## src/hw/rtl/prf_pkg.sv

```systemverilog
`default_nettype none
package prf_pkg;

	localparam int unsigned HeaderBytes   = 45;
	localparam int unsigned RecordBytes   = 59;
	localparam logic [30:0] MaxEntryReset = 31'd100000;
	localparam logic [7:0]  FileVersion   = 8'd1;

	typedef enum logic [2:0] {
		PH_HEADER = 3'b001,
		PH_RECORD = 3'b010,
		PH_DONE   = 3'b100
	} phase_t;

	typedef enum logic [1:0] {
		KIND_RECORD = 2'd0,
		KIND_REJECT = 2'd1,
		KIND_END    = 2'd2
	} kind_t;

	typedef struct packed {
		logic [1:0]         kind;
		logic               final_res;
		logic [31:0]        seen_time;
		logic [63:0]        service_bits;
		logic [63:0]        peer_addr_high;
		logic [63:0]        peer_addr_low;
		logic [15:0]        peer_port;
		logic [63:0]        origin_addr_high;
		logic [63:0]        origin_addr_low;
		logic signed [63:0] last_success_time;
		logic signed [31:0] attempt_count;
	} result_t;

endpackage
`default_nettype wire

```

## src/hw/rtl/prf_if.sv

```systemverilog
`default_nettype none
interface prf_in_if;
	logic       valid;
	logic       ready;
	logic [7:0] data_byte;
	logic       end_of_file;

	modport source (output valid, output data_byte, output end_of_file, input ready);
	modport sink   (input valid, input data_byte, input end_of_file, output ready);
endinterface

interface prf_out_if;
	logic               valid;
	logic               ready;
	logic [1:0]         kind;
	logic               final_res;
	logic [31:0]        seen_time;
	logic [63:0]        service_bits;
	logic [63:0]        peer_addr_high;
	logic [63:0]        peer_addr_low;
	logic [15:0]        peer_port;
	logic [63:0]        origin_addr_high;
	logic [63:0]        origin_addr_low;
	logic signed [63:0] last_success_time;
	logic signed [31:0] attempt_count;

	modport source (
		output valid, output kind, output final_res, output seen_time,
		output service_bits, output peer_addr_high, output peer_addr_low,
		output peer_port, output origin_addr_high, output origin_addr_low,
		output last_success_time, output attempt_count, input ready
	);
	modport sink (
		input valid, input kind, input final_res, input seen_time,
		input service_bits, input peer_addr_high, input peer_addr_low,
		input peer_port, input origin_addr_high, input origin_addr_low,
		input last_success_time, input attempt_count, output ready
	);
endinterface
`default_nettype wire

```

## src/hw/rtl/peer_record_file_parser_core.sv

```systemverilog
// Peer record file parser.
// byte_ch carries the file one byte per transfer; a transfer with end_of_file
// set closes the file (its data byte is ignored) and returns the parser to the
// start of a header. result_ch carries one result per complete 59-byte record,
// plus a closing result (kind reject or end of list) where the file is bad,
// truncated or lists no records; final_res marks the result that closes the list.
// cfg_we/cfg_wdata load the largest record count the header may give; write it
// only while the block is idle.
// Throughput: one byte per cycle. Each byte is parsed in the cycle it is
// accepted and any result it causes sits in the result register, with
// result_ch.valid high, on the next cycle.
// byte_ch.ready stays high while the result register is empty or being drained;
// when the receiver stalls with a result pending, input stalls too.
// Reset clears the parse state and the result valid flag and loads the count
// limit with 100000.
`default_nettype none
module peer_record_file_parser_core (
	input  wire         clk,
	input  wire         arst_n,
	input  wire         cfg_we,
	input  wire  [30:0] cfg_wdata,
	prf_in_if.sink      byte_ch,
	prf_out_if.source   result_ch
);
	import prf_pkg::*;

	logic [30:0] max_q;
	phase_t      phase_q, phase_d;
	logic [5:0]  pos_q, pos_d;
	logic [30:0] left_q, left_d;
	logic [31:0] count_q, count_d;
	logic [31:0] time_q, time_d;
	logic [63:0] service_q, service_d;
	logic [63:0] addr0_q, addr0_d, addr1_q, addr1_d;
	logic [15:0] port_q, port_d;
	logic [63:0] org0_q, org0_d, org1_q, org1_d;
	logic [63:0] success_q, success_d;
	logic [31:0] attempt_q, attempt_d;

	logic        out_vld_q;
	result_t     res_q, res_d;
	logic        emit;
	logic        accept;
	logic [7:0]  b;

	assign byte_ch.ready = !out_vld_q || result_ch.ready;
	assign accept        = byte_ch.valid && byte_ch.ready;
	assign b             = byte_ch.data_byte;

	always_comb begin
		phase_d   = phase_q;
		pos_d     = pos_q;
		left_d    = left_q;
		count_d   = count_q;
		time_d    = time_q;
		service_d = service_q;
		addr0_d   = addr0_q;
		addr1_d   = addr1_q;
		port_d    = port_q;
		org0_d    = org0_q;
		org1_d    = org1_q;
		success_d = success_q;
		attempt_d = attempt_q;
		emit      = 1'b0;
		res_d     = '0;

		if (accept) begin
			if (byte_ch.end_of_file) begin
				if (phase_q == PH_HEADER) begin
					emit = 1'b1;
					res_d.kind = KIND_REJECT;
					res_d.final_res = 1'b1;
				end else if (phase_q == PH_RECORD) begin
					emit = 1'b1;
					res_d.kind = KIND_END;
					res_d.final_res = 1'b1;
				end
				phase_d   = PH_HEADER;
				pos_d     = '0;
				left_d    = '0;
				count_d   = '0;
				time_d    = '0;
				service_d = '0;
				addr0_d   = '0;
				addr1_d   = '0;
				port_d    = '0;
				org0_d    = '0;
				org1_d    = '0;
				success_d = '0;
				attempt_d = '0;
			end else begin
				case (phase_q)
					PH_HEADER: begin
						if (pos_q == '0 && b != FileVersion) begin
							emit = 1'b1;
							res_d.kind = KIND_REJECT;
							res_d.final_res = 1'b1;
							phase_d = PH_DONE;
						end else begin
							if (pos_q inside {[6'd33:6'd36]})
								count_d = {b, count_q[31:8]};
							if (pos_q == 6'(HeaderBytes - 1)) begin
								pos_d = '0;
								if (count_d[31] || count_d > {1'b0, max_q}) begin
									emit = 1'b1;
									res_d.kind = KIND_REJECT;
									res_d.final_res = 1'b1;
									phase_d = PH_DONE;
								end else if (count_d == '0) begin
									emit = 1'b1;
									res_d.kind = KIND_END;
									res_d.final_res = 1'b1;
									phase_d = PH_DONE;
								end else begin
									left_d  = count_d[30:0];
									phase_d = PH_RECORD;
								end
							end else begin
								pos_d = pos_q + 6'd1;
							end
						end
					end
					PH_RECORD: begin
						if (pos_q == '0 && b != FileVersion) begin
							emit = 1'b1;
							res_d.kind = KIND_END;
							res_d.final_res = 1'b1;
							phase_d = PH_DONE;
						end else begin
							case (pos_q) inside
								[6'd1:6'd4]:   time_d    = {b, time_q[31:8]};
								[6'd5:6'd12]:  service_d = {b, service_q[63:8]};
								[6'd13:6'd20]: addr0_d   = {addr0_q[55:0], b};
								[6'd21:6'd28]: addr1_d   = {addr1_q[55:0], b};
								[6'd29:6'd30]: port_d    = {port_q[7:0], b};
								[6'd31:6'd38]: org0_d    = {org0_q[55:0], b};
								[6'd39:6'd46]: org1_d    = {org1_q[55:0], b};
								[6'd47:6'd54]: success_d = {b, success_q[63:8]};
								[6'd55:6'd58]: attempt_d = {b, attempt_q[31:8]};
								default: ;
							endcase
							if (pos_q == 6'(RecordBytes - 1)) begin
								pos_d  = '0;
								left_d = left_q - 31'd1;
								emit   = 1'b1;
								res_d.kind              = KIND_RECORD;
								res_d.final_res         = (left_d == '0);
								res_d.seen_time         = time_d;
								res_d.service_bits      = service_d;
								res_d.peer_addr_high    = addr0_d;
								res_d.peer_addr_low     = addr1_d;
								res_d.peer_port         = port_d;
								res_d.origin_addr_high  = org0_d;
								res_d.origin_addr_low   = org1_d;
								res_d.last_success_time = success_d;
								res_d.attempt_count     = attempt_d;
								if (left_d == '0)
									phase_d = PH_DONE;
							end else begin
								pos_d = pos_q + 6'd1;
							end
						end
					end
					PH_DONE: ;
					default: phase_d = PH_HEADER;
				endcase
			end
		end
	end

	always_ff @(posedge clk or negedge arst_n) begin
		if (!arst_n) begin
			max_q <= MaxEntryReset;
		end else if (cfg_we) begin
			max_q <= cfg_wdata;
		end
	end

	always_ff @(posedge clk or negedge arst_n) begin
		if (!arst_n) begin
			phase_q   <= PH_HEADER;
			pos_q     <= '0;
			left_q    <= '0;
			count_q   <= '0;
			time_q    <= '0;
			service_q <= '0;
			addr0_q   <= '0;
			addr1_q   <= '0;
			port_q    <= '0;
			org0_q    <= '0;
			org1_q    <= '0;
			success_q <= '0;
			attempt_q <= '0;
		end else begin
			phase_q   <= phase_d;
			pos_q     <= pos_d;
			left_q    <= left_d;
			count_q   <= count_d;
			time_q    <= time_d;
			service_q <= service_d;
			addr0_q   <= addr0_d;
			addr1_q   <= addr1_d;
			port_q    <= port_d;
			org0_q    <= org0_d;
			org1_q    <= org1_d;
			success_q <= success_d;
			attempt_q <= attempt_d;
		end
	end

	// result register: refill whenever it is empty or being drained
	always_ff @(posedge clk or negedge arst_n) begin
		if (!arst_n) begin
			out_vld_q <= 1'b0;
		end else if (byte_ch.ready) begin
			out_vld_q <= accept && emit;
		end
	end

	always_ff @(posedge clk) begin
		if (byte_ch.ready && accept && emit) begin
			res_q <= res_d;
		end
	end

	assign result_ch.valid             = out_vld_q;
	assign result_ch.kind              = res_q.kind;
	assign result_ch.final_res         = res_q.final_res;
	assign result_ch.seen_time         = res_q.seen_time;
	assign result_ch.service_bits      = res_q.service_bits;
	assign result_ch.peer_addr_high    = res_q.peer_addr_high;
	assign result_ch.peer_addr_low     = res_q.peer_addr_low;
	assign result_ch.peer_port         = res_q.peer_port;
	assign result_ch.origin_addr_high  = res_q.origin_addr_high;
	assign result_ch.origin_addr_low   = res_q.origin_addr_low;
	assign result_ch.last_success_time = res_q.last_success_time;
	assign result_ch.attempt_count     = res_q.attempt_count;

endmodule
`default_nettype wire

```

## src/flat_wrapper.sv

```systemverilog
// flat-port wrapper written by rule: the top's interface ports become plain ports
module peer_record_file_parser_core_flat import prf_pkg::*;
  (clk, arst_n, cfg_we, cfg_wdata, byte_ch_valid, byte_ch_data_byte, byte_ch_end_of_file, byte_ch_ready, result_ch_valid, result_ch_kind, result_ch_final_res, result_ch_seen_time, result_ch_service_bits, result_ch_peer_addr_high, result_ch_peer_addr_low, result_ch_peer_port, result_ch_origin_addr_high, result_ch_origin_addr_low, result_ch_last_success_time, result_ch_attempt_count, result_ch_ready);
  prf_in_if byte_ch_i ();
  prf_out_if result_ch_i ();
  input  wire clk;
  input  wire arst_n;
  input  wire cfg_we;
  input  wire  [30:0] cfg_wdata;
  input wire logic [$bits(byte_ch_i.valid)-1:0] byte_ch_valid;
  input wire logic [$bits(byte_ch_i.data_byte)-1:0] byte_ch_data_byte;
  input wire logic [$bits(byte_ch_i.end_of_file)-1:0] byte_ch_end_of_file;
  output wire logic [$bits(byte_ch_i.ready)-1:0] byte_ch_ready;
  output wire logic [$bits(result_ch_i.valid)-1:0] result_ch_valid;
  output wire logic [$bits(result_ch_i.kind)-1:0] result_ch_kind;
  output wire logic [$bits(result_ch_i.final_res)-1:0] result_ch_final_res;
  output wire logic [$bits(result_ch_i.seen_time)-1:0] result_ch_seen_time;
  output wire logic [$bits(result_ch_i.service_bits)-1:0] result_ch_service_bits;
  output wire logic [$bits(result_ch_i.peer_addr_high)-1:0] result_ch_peer_addr_high;
  output wire logic [$bits(result_ch_i.peer_addr_low)-1:0] result_ch_peer_addr_low;
  output wire logic [$bits(result_ch_i.peer_port)-1:0] result_ch_peer_port;
  output wire logic [$bits(result_ch_i.origin_addr_high)-1:0] result_ch_origin_addr_high;
  output wire logic [$bits(result_ch_i.origin_addr_low)-1:0] result_ch_origin_addr_low;
  output wire logic [$bits(result_ch_i.last_success_time)-1:0] result_ch_last_success_time;
  output wire logic [$bits(result_ch_i.attempt_count)-1:0] result_ch_attempt_count;
  input wire logic [$bits(result_ch_i.ready)-1:0] result_ch_ready;
  assign byte_ch_i.valid = byte_ch_valid;
  assign byte_ch_i.data_byte = byte_ch_data_byte;
  assign byte_ch_i.end_of_file = byte_ch_end_of_file;
  assign byte_ch_ready = byte_ch_i.ready;
  assign result_ch_valid = result_ch_i.valid;
  assign result_ch_kind = result_ch_i.kind;
  assign result_ch_final_res = result_ch_i.final_res;
  assign result_ch_seen_time = result_ch_i.seen_time;
  assign result_ch_service_bits = result_ch_i.service_bits;
  assign result_ch_peer_addr_high = result_ch_i.peer_addr_high;
  assign result_ch_peer_addr_low = result_ch_i.peer_addr_low;
  assign result_ch_peer_port = result_ch_i.peer_port;
  assign result_ch_origin_addr_high = result_ch_i.origin_addr_high;
  assign result_ch_origin_addr_low = result_ch_i.origin_addr_low;
  assign result_ch_last_success_time = result_ch_i.last_success_time;
  assign result_ch_attempt_count = result_ch_i.attempt_count;
  assign result_ch_i.ready = result_ch_ready;
  peer_record_file_parser_core u_core (.clk(clk), .arst_n(arst_n), .cfg_we(cfg_we), .cfg_wdata(cfg_wdata), .byte_ch(byte_ch_i), .result_ch(result_ch_i));
endmodule
```

## config.mk

```make
export PLATFORM = sky130hd
export DESIGN_NAME = peer_record_file_parser_core_flat
export DESIGN_NICKNAME = d
export VERILOG_FILES = /design/src/hw/rtl/prf_pkg.sv /design/src/hw/rtl/prf_if.sv /design/src/hw/rtl/peer_record_file_parser_core.sv /design/src/flat_wrapper.sv
export SDC_FILE = /design/constraint.sdc
export NUM_CORES = 2
export LEC_CHECK = 0
export ABC_AREA = 1
export BUFFER_PORTS_ARGS = -buffer_cell sky130_fd_sc_hd__buf_2
export CORE_ASPECT_RATIO = 2
export CORE_MARGIN = 5
export CORE_UTILIZATION = 50
export DETAILED_ROUTE_END_ITERATION = 6
export PLACE_DENSITY = 0.81
export SLEW_MARGIN = 10
export SYNTH_ARGS = -nofsm -noshare
export SYNTH_HDL_FRONTEND = slang
export SYNTH_SLANG_ARGS = --single-unit
```

## constraint.sdc

```tcl
create_clock -name clk -period 31 [get_ports clk]
set_clock_uncertainty 0.1 [all_clocks]
set_input_delay 6.2 -clock clk [delete_from_list [all_inputs] [get_ports clk]]
set_output_delay 6.2 -clock clk [all_outputs]
set_load 0.02 [all_outputs]
```

# Yosys cells after proc, flatten, opt, wreduce, memory -nomap -nowiden

Index checks and enable logic that the tools add are counted.

Add/subtract/negate cells: 2
Equal/unequal tests: 17
Bitwise logic cells: 3
Reduce and logical (&&, ||, !) cells: 30
Order comparisons: 21
Mux-type cells: 124

Operator list:

| cell                    | number |
|---|---|
| $mux W64                | 48 |
| $mux W32                | 24 |
| $mux W465               | 1 |
| $mux W31                | 7 |
| $mux W16                | 8 |
| $pmux W31 S2            | 1 |
| $mux W3                 | 16 |
| $gt A32 B31 Y1          | 1 |
| $logic_not A32 Y1       | 1 |
| $logic_not A31 Y1       | 1 |
| $sub A31 B1 Y31 const B | 1 |
| $le A6 B6 Y1 const B    | 5 |
| $mux W6                 | 5 |
| $ge A6 B6 Y1 const B    | 4 |
| $ge A6 B5 Y1 const B    | 3 |
| $le A6 B5 Y1 const B    | 3 |
| $ne A3 B3 Y1 const B    | 6 |
| $logic_and A1 B1 Y1     | 15 |
| $eq A6 B6 Y1 const B    | 2 |
| $ne A4 B4 Y1 const B    | 3 |
| $pmux W6 S2             | 1 |
| $mux W1                 | 10 |
| $pmux W3 S3             | 1 |
| $ne A8 B1 Y1 const B    | 1 |
| 23 further kinds        | 29 |

Register bits after elaboration: 1035
Word-level logic and storage cells: 223

# Longest topological paths before layout

Depth in word-level cells: 16
Gate-level depth with buffers: 29
Mapped depth without buffers: 27

# Worst setup path before layout

Ideal clock, no wire load.

Path kind: input to register
Start point: in byte_ch_data_byte[2]
End point: reg u_core.res_q, in the netlist u_core.result_ch.attempt_count[0], enable pin
Data arrival time: 16.726 ns
Data required time: 30.084 ns
Stages on the path: 17
Setup slack: 13.358 ns
Setup time: 0.816 ns
Cell sequence: inv_1 nand3_1 nand2_1 inv_1 ha_1 nand2_1 nor3_1 nand2_1 nor2_1 nand2_1 nand2_1 nand2_1 nand2_1 nand3_1 nand2_1 nand2_1 inv_1

Longest elaborated chain between the ends: 14

RTL lines:

| element                                             | line                                                                     | RTL |
|---|---|---|
| start: declaration                                  | flat_wrapper.sv:11                                                       | `input wire logic [$bits(byte_ch_i.data_byte)-1:0] byte_ch_data_byte;` |
| $mux W32                                            | peer_record_file_parser_core.sv:100                                      | `if (pos_q inside {[6'd33:6'd36]})` |
| $mux W32                                            | peer_record_file_parser_core.sv:94                                       | `if (pos_q == '0 && b != FileVersion) begin` |
| $mux W32                                            | peer_record_file_parser_core.sv:92                                       | `case (phase_q)` |
| $mux W32                                            | peer_record_file_parser_core.sv:68                                       | `if (byte_ch.end_of_file) begin` |
| $mux W32                                            | peer_record_file_parser_core.sv:67                                       | `if (accept) begin` |
| $gt A32 B31 Y1 or $logic_not A32 Y1 (tied branches) | peer_record_file_parser_core.sv:104, peer_record_file_parser_core.sv:109 |  |
| $logic_or A1 B1 Y1 or $mux W1 (tied branches)       | peer_record_file_parser_core.sv:104, peer_record_file_parser_core.sv:109 |  |
| $mux W1                                             | peer_record_file_parser_core.sv:104                                      | `if (count_d[31] \|\| count_d > {1'b0, max_q}) begin` |
| $mux W1                                             | peer_record_file_parser_core.sv:102                                      | `if (pos_q == 6'(HeaderBytes - 1)) begin` |
| $mux W1                                             | peer_record_file_parser_core.sv:94                                       |  |
| $pmux W1 S2 (*)                                     | peer_record_file_parser_core.sv:92                                       |  |
| $mux W1 (*)                                         | peer_record_file_parser_core.sv:68                                       |  |
| $mux W1 (*)                                         | peer_record_file_parser_core.sv:67                                       |  |
| $logic_and A1 B1 Y1 (*)                             | peer_record_file_parser_core.sv:221                                      | `if (byte_ch.ready && accept && emit) begin` |
| end signal: assignment                              | peer_record_file_parser_core.sv:222                                      | `res_q <= res_d;` |
| end: declaration                                    | peer_record_file_parser_core.sv:41                                       | `result_t res_q, res_d;` |

Mark *: on every way between the ends. The rest lies on a longest branch, timed or not. The select of a mux whose other input is x is not followed.
A chain may end at the register's enable or synchronous reset.

# Worst setup path after layout

Start point: in result_ch_ready
End point: out byte_ch_ready

Longest elaborated chain between the ends: 1

RTL lines:

| element            | line                               | RTL |
|---|---|---|
| start: declaration | flat_wrapper.sv:26                 | `input wire logic [$bits(result_ch_i.ready)-1:0] result_ch_ready;` |
| $logic_or A1 B1 Y1 | peer_record_file_parser_core.sv:46 | `assign byte_ch.ready = !out_vld_q \|\| result_ch.ready;` |
| end: declaration   | flat_wrapper.sv:13                 | `output wire logic [$bits(byte_ch_i.ready)-1:0] byte_ch_ready;` |

Every way passes these cells.

==> flow_summary_export.csv <==
group,metric,value,unit
outcome,status,"finished clean",
cells_and_area,mostFrequentLayoutCells,"834 x nand2_1, 583 x inv_1, 577 x nor2_1, 561 x dfrtp_1, 524 x o21ai_0",
sta,min_period_over_period,41.6,%
route,drtIter0Drc,3624,
critical_path,critPathMaxFanout,3,
grt,grt_max_degree,250,
power,p_per_area,67.6,nW/um^2
power,leakagePower,22.2,nW
cts,cts.reportedPaths.clkPinSlew,0.06,ns
floorplan,initial_core_util,50.4,%
critical_path,cp.arrival,6.59,ns
logic_synthesis,synth_fp_nets,4680,
run,maxCapViolations,0,
floorplan,fp-row-count,155,
logic_synthesis,synth_top_family_by_area,"compound AO/OA/AOI/OAI gates",
grt,grt_first_pass_wirelength,193000,um
sta,fin_crit,12.89,ns
sta,timing.fmax,77.6,MHz
route,ant_nets,0,
cells_and_area,fillers,7367,
place,place.gp.congestion,0.916,
cts,cts_root_buffer,"clkbuf_16",
place,dp_hpwl,83400,um
cts,htreeDepth,3,
floorplan,fp.dieW,222,um
logic_synthesis,synthSimpleGateAreaFrac,13.0,%
critical_path,path_class,"input port to output port",
cts,cts_tree,"done",
critical_path,cp.required,24.70,ns
sta,setup_viol,0,
grt,use_met2,42.6,%
cells_and_area,fin_area,51400,um^2
floorplan,ios,514,
sta,tightest_slew,1.23,ns
sta,setup_ws,18.11,ns
logic_synthesis,synth_cell_types,45,
sta,rsz0062_at_grt,"false",
route,vias,34600,
route,wl_per_cell,20.2,um
cells_and_area,layout_commonest_cell,"nand2_1",
sta,tns,0,ns
sta,hold_violations,0,
floorplan,die_area,96500,um^2
route,remaining_drc_errors,0,
logic_synthesis,synthFlopType,"dfrtp_1",
grt,grt_use_met1,31.2,%
cts,cts.repair.resized,0,
place,place_ws,18.10,ns
grt,grt_use_total,25.3,%
route,vias_per_cell,5.58,
place,placed_area,48300,um^2
cts,cts.sinks,1035,
cts,worstSkewPairLatency,0.69,ns
logic_synthesis,synth_area,45000,um^2
critical_path,critPathLaunchType,"input port",
min_path,hold_class,"flop to flop",
sta,slew_headroom,17.7,%
power,finalPower,3.48,mW
logic_synthesis,synthXorXnorAreaFrac,0.272,%
place,port_buffers,513,
cts,cts_hold_buffers,0,
sta,drv_slew,0,
power,ir_worst_vdd,72.1,uV
floorplan,core,89400,um^2
critical_path,end_kind,"output port",
floorplan,die_h,434,um
logic_synthesis,synth_compound_area_share,15.5,%
cells_and_area,final_nets,5034,
logic_synthesis,syn_avg_cell_area,9.79,um^2
grt,grt.busiest_layer,"met2",
cts,clk_path_buf_depth,3,
logic_synthesis,ys_ff_latch,1035,
cts,cts_buffers,90,
grt,overflow,0,
cells_and_area,drive_gt1_share,14.9,%
route,drt-pass1-iter-count,6,
logic_synthesis,synthAdderAreaFrac,1.00,%
grt,grt_use_met3,6.17,%
logic_synthesis,synth.yosys.seq_area_share,62.7,%
grt,antenna_found_initial,7,
logic_synthesis,synthCells,4599,
logic_synthesis,synth_edf_count,467,
cts,cts_setup_buffers,0,
logic_synthesis,ys_warn_count,0,
route,routed_wl,125000,um
logic_synthesis,synthArstFlopShare,54.9,%
cells_and_area,syn2layout_area_growth,14.2,%
grt,grt_pass1_vias,34000,
logic_synthesis,synthMuxAreaShare,0.0250,%
area by class of cell:
cell class              count  area, um^2  share of cell area, %
clock buffers             111        2420                   4.71
flip-flops and latches   1035       28200                   54.9
multi-input cells        2682       13500                   26.2
repair buffers            553        2920                   5.67
well taps                1177        1470                   2.86
diodes                      3        7.51                 0.0146
clock inverters            57         649                   1.26
inverters                 591        2230                   4.33
kinds of logic (layout without fill, tap and decap cells):
| group | after synthesis | in the layout |
|---|---|---|
| simple gates | 1510 | 1510 |
| xor+xnor | 14 | 14 |
| mux | 1 | 1 |
| compound gates | 1121 | 1121 |
| flops | 1035 | 1035 |
| fa+ha+maj | 36 | 36 |
| other cells | 0 | 3 |
| buf+inv | 882 | 1312 |
sequential cells by signal (all words and copies together), names as in the netlist, 64 cells and up:
signal and cells:
u_core.addr1_q 64, u_core.org1_q 64, u_core.result_ch.service_bits 64, u_core.result_ch.origin_addr_low 64, u_core.success_q 64, u_core.result_ch.peer_addr_low 64
u_core.result_ch.peer_addr_high 64, u_core.org0_q 64, u_core.result_ch.origin_addr_high 64, u_core.result_ch.last_success_time 64, u_core.service_q 64, u_core.addr0_q 64
synthesized netlist by cell type, types with 11 or more instances:
master    number  area, um^2
nand3_1       56         280
dfrtp_1      561       14000
nor2_1       581        2180
nand4_1       18         113
o211ai_1     464        3480
a21oi_1       31         155
o22ai_1       47         294
o21ai_1       11        55.1
edfxtp_1     467       14000
ha_1          36         450
o21ai_2       17         149
buf_1         11        41.3
clkbuf_1     267        1000
nand2_1      835        3130
inv_1        584        2190
o21ai_0      524        2620
power breakdown:
group | internal (mW) | switching [mW] | leakage (nW)
Sequential | 1.62 | 0.0630 | 12.3
Combinational | 0.127 | 0.487 | 8.40
Clock | 0.655 | 0.524 | 1.50
metal layers:
| metal | vias to the layer above | routed length [um] |
|---|---|---|
| met1 | 16800 | 47200 |
| met3 | 278 | 10400 |
| met2 | 1396 | 61800 |
| met5 | - | 34 |
| met4 | 8 | 5750 |
| li1 | 16200 | - |
critical path, cell delays in order:
cell and delay, ns:
buf_2 0.09, inv_1 0.04, nand2_1 0.08, buf_2 0.17
path summary, 6_finish.rpt:
| check | from | to | slack [ns] | cells after the start |
|---|---|---|---|---|
| max | result_ch_ready | byte_ch_ready | 18.11 | 4 |
| min | u_core.left_q[30] | u_core.left_q[30] | 0.40 | 2 |
| max reg2reg | u_core.pos_q[1] | u_core.result_ch.seen_time[19] | 22.66 | 29 |
| min reg2reg | u_core.left_q[30] | u_core.left_q[30] | 0.40 | 2 |
| max in group asynchronous | arst_n | u_core.success_q[15] | 21.30 | 5 |
| min in group asynchronous | arst_n | u_core.left_q[10] | 5.50 | 1 |
through the flow:
stage / instances / util (%) / hold slack, ns
after global routing: 6208 / 57.5 / 0.430
after CTS: 6206 / 57.5 / 0.402
after detailed placement: 6038 / 54.1 / 0.386
after floorplan: 4599 / - / 0.365
after global placement: 6038 / 54.1 / 0.379
final: 6209 / 57.5 / 0.400
Note: power is estimated with default switching activity, not from simulation.
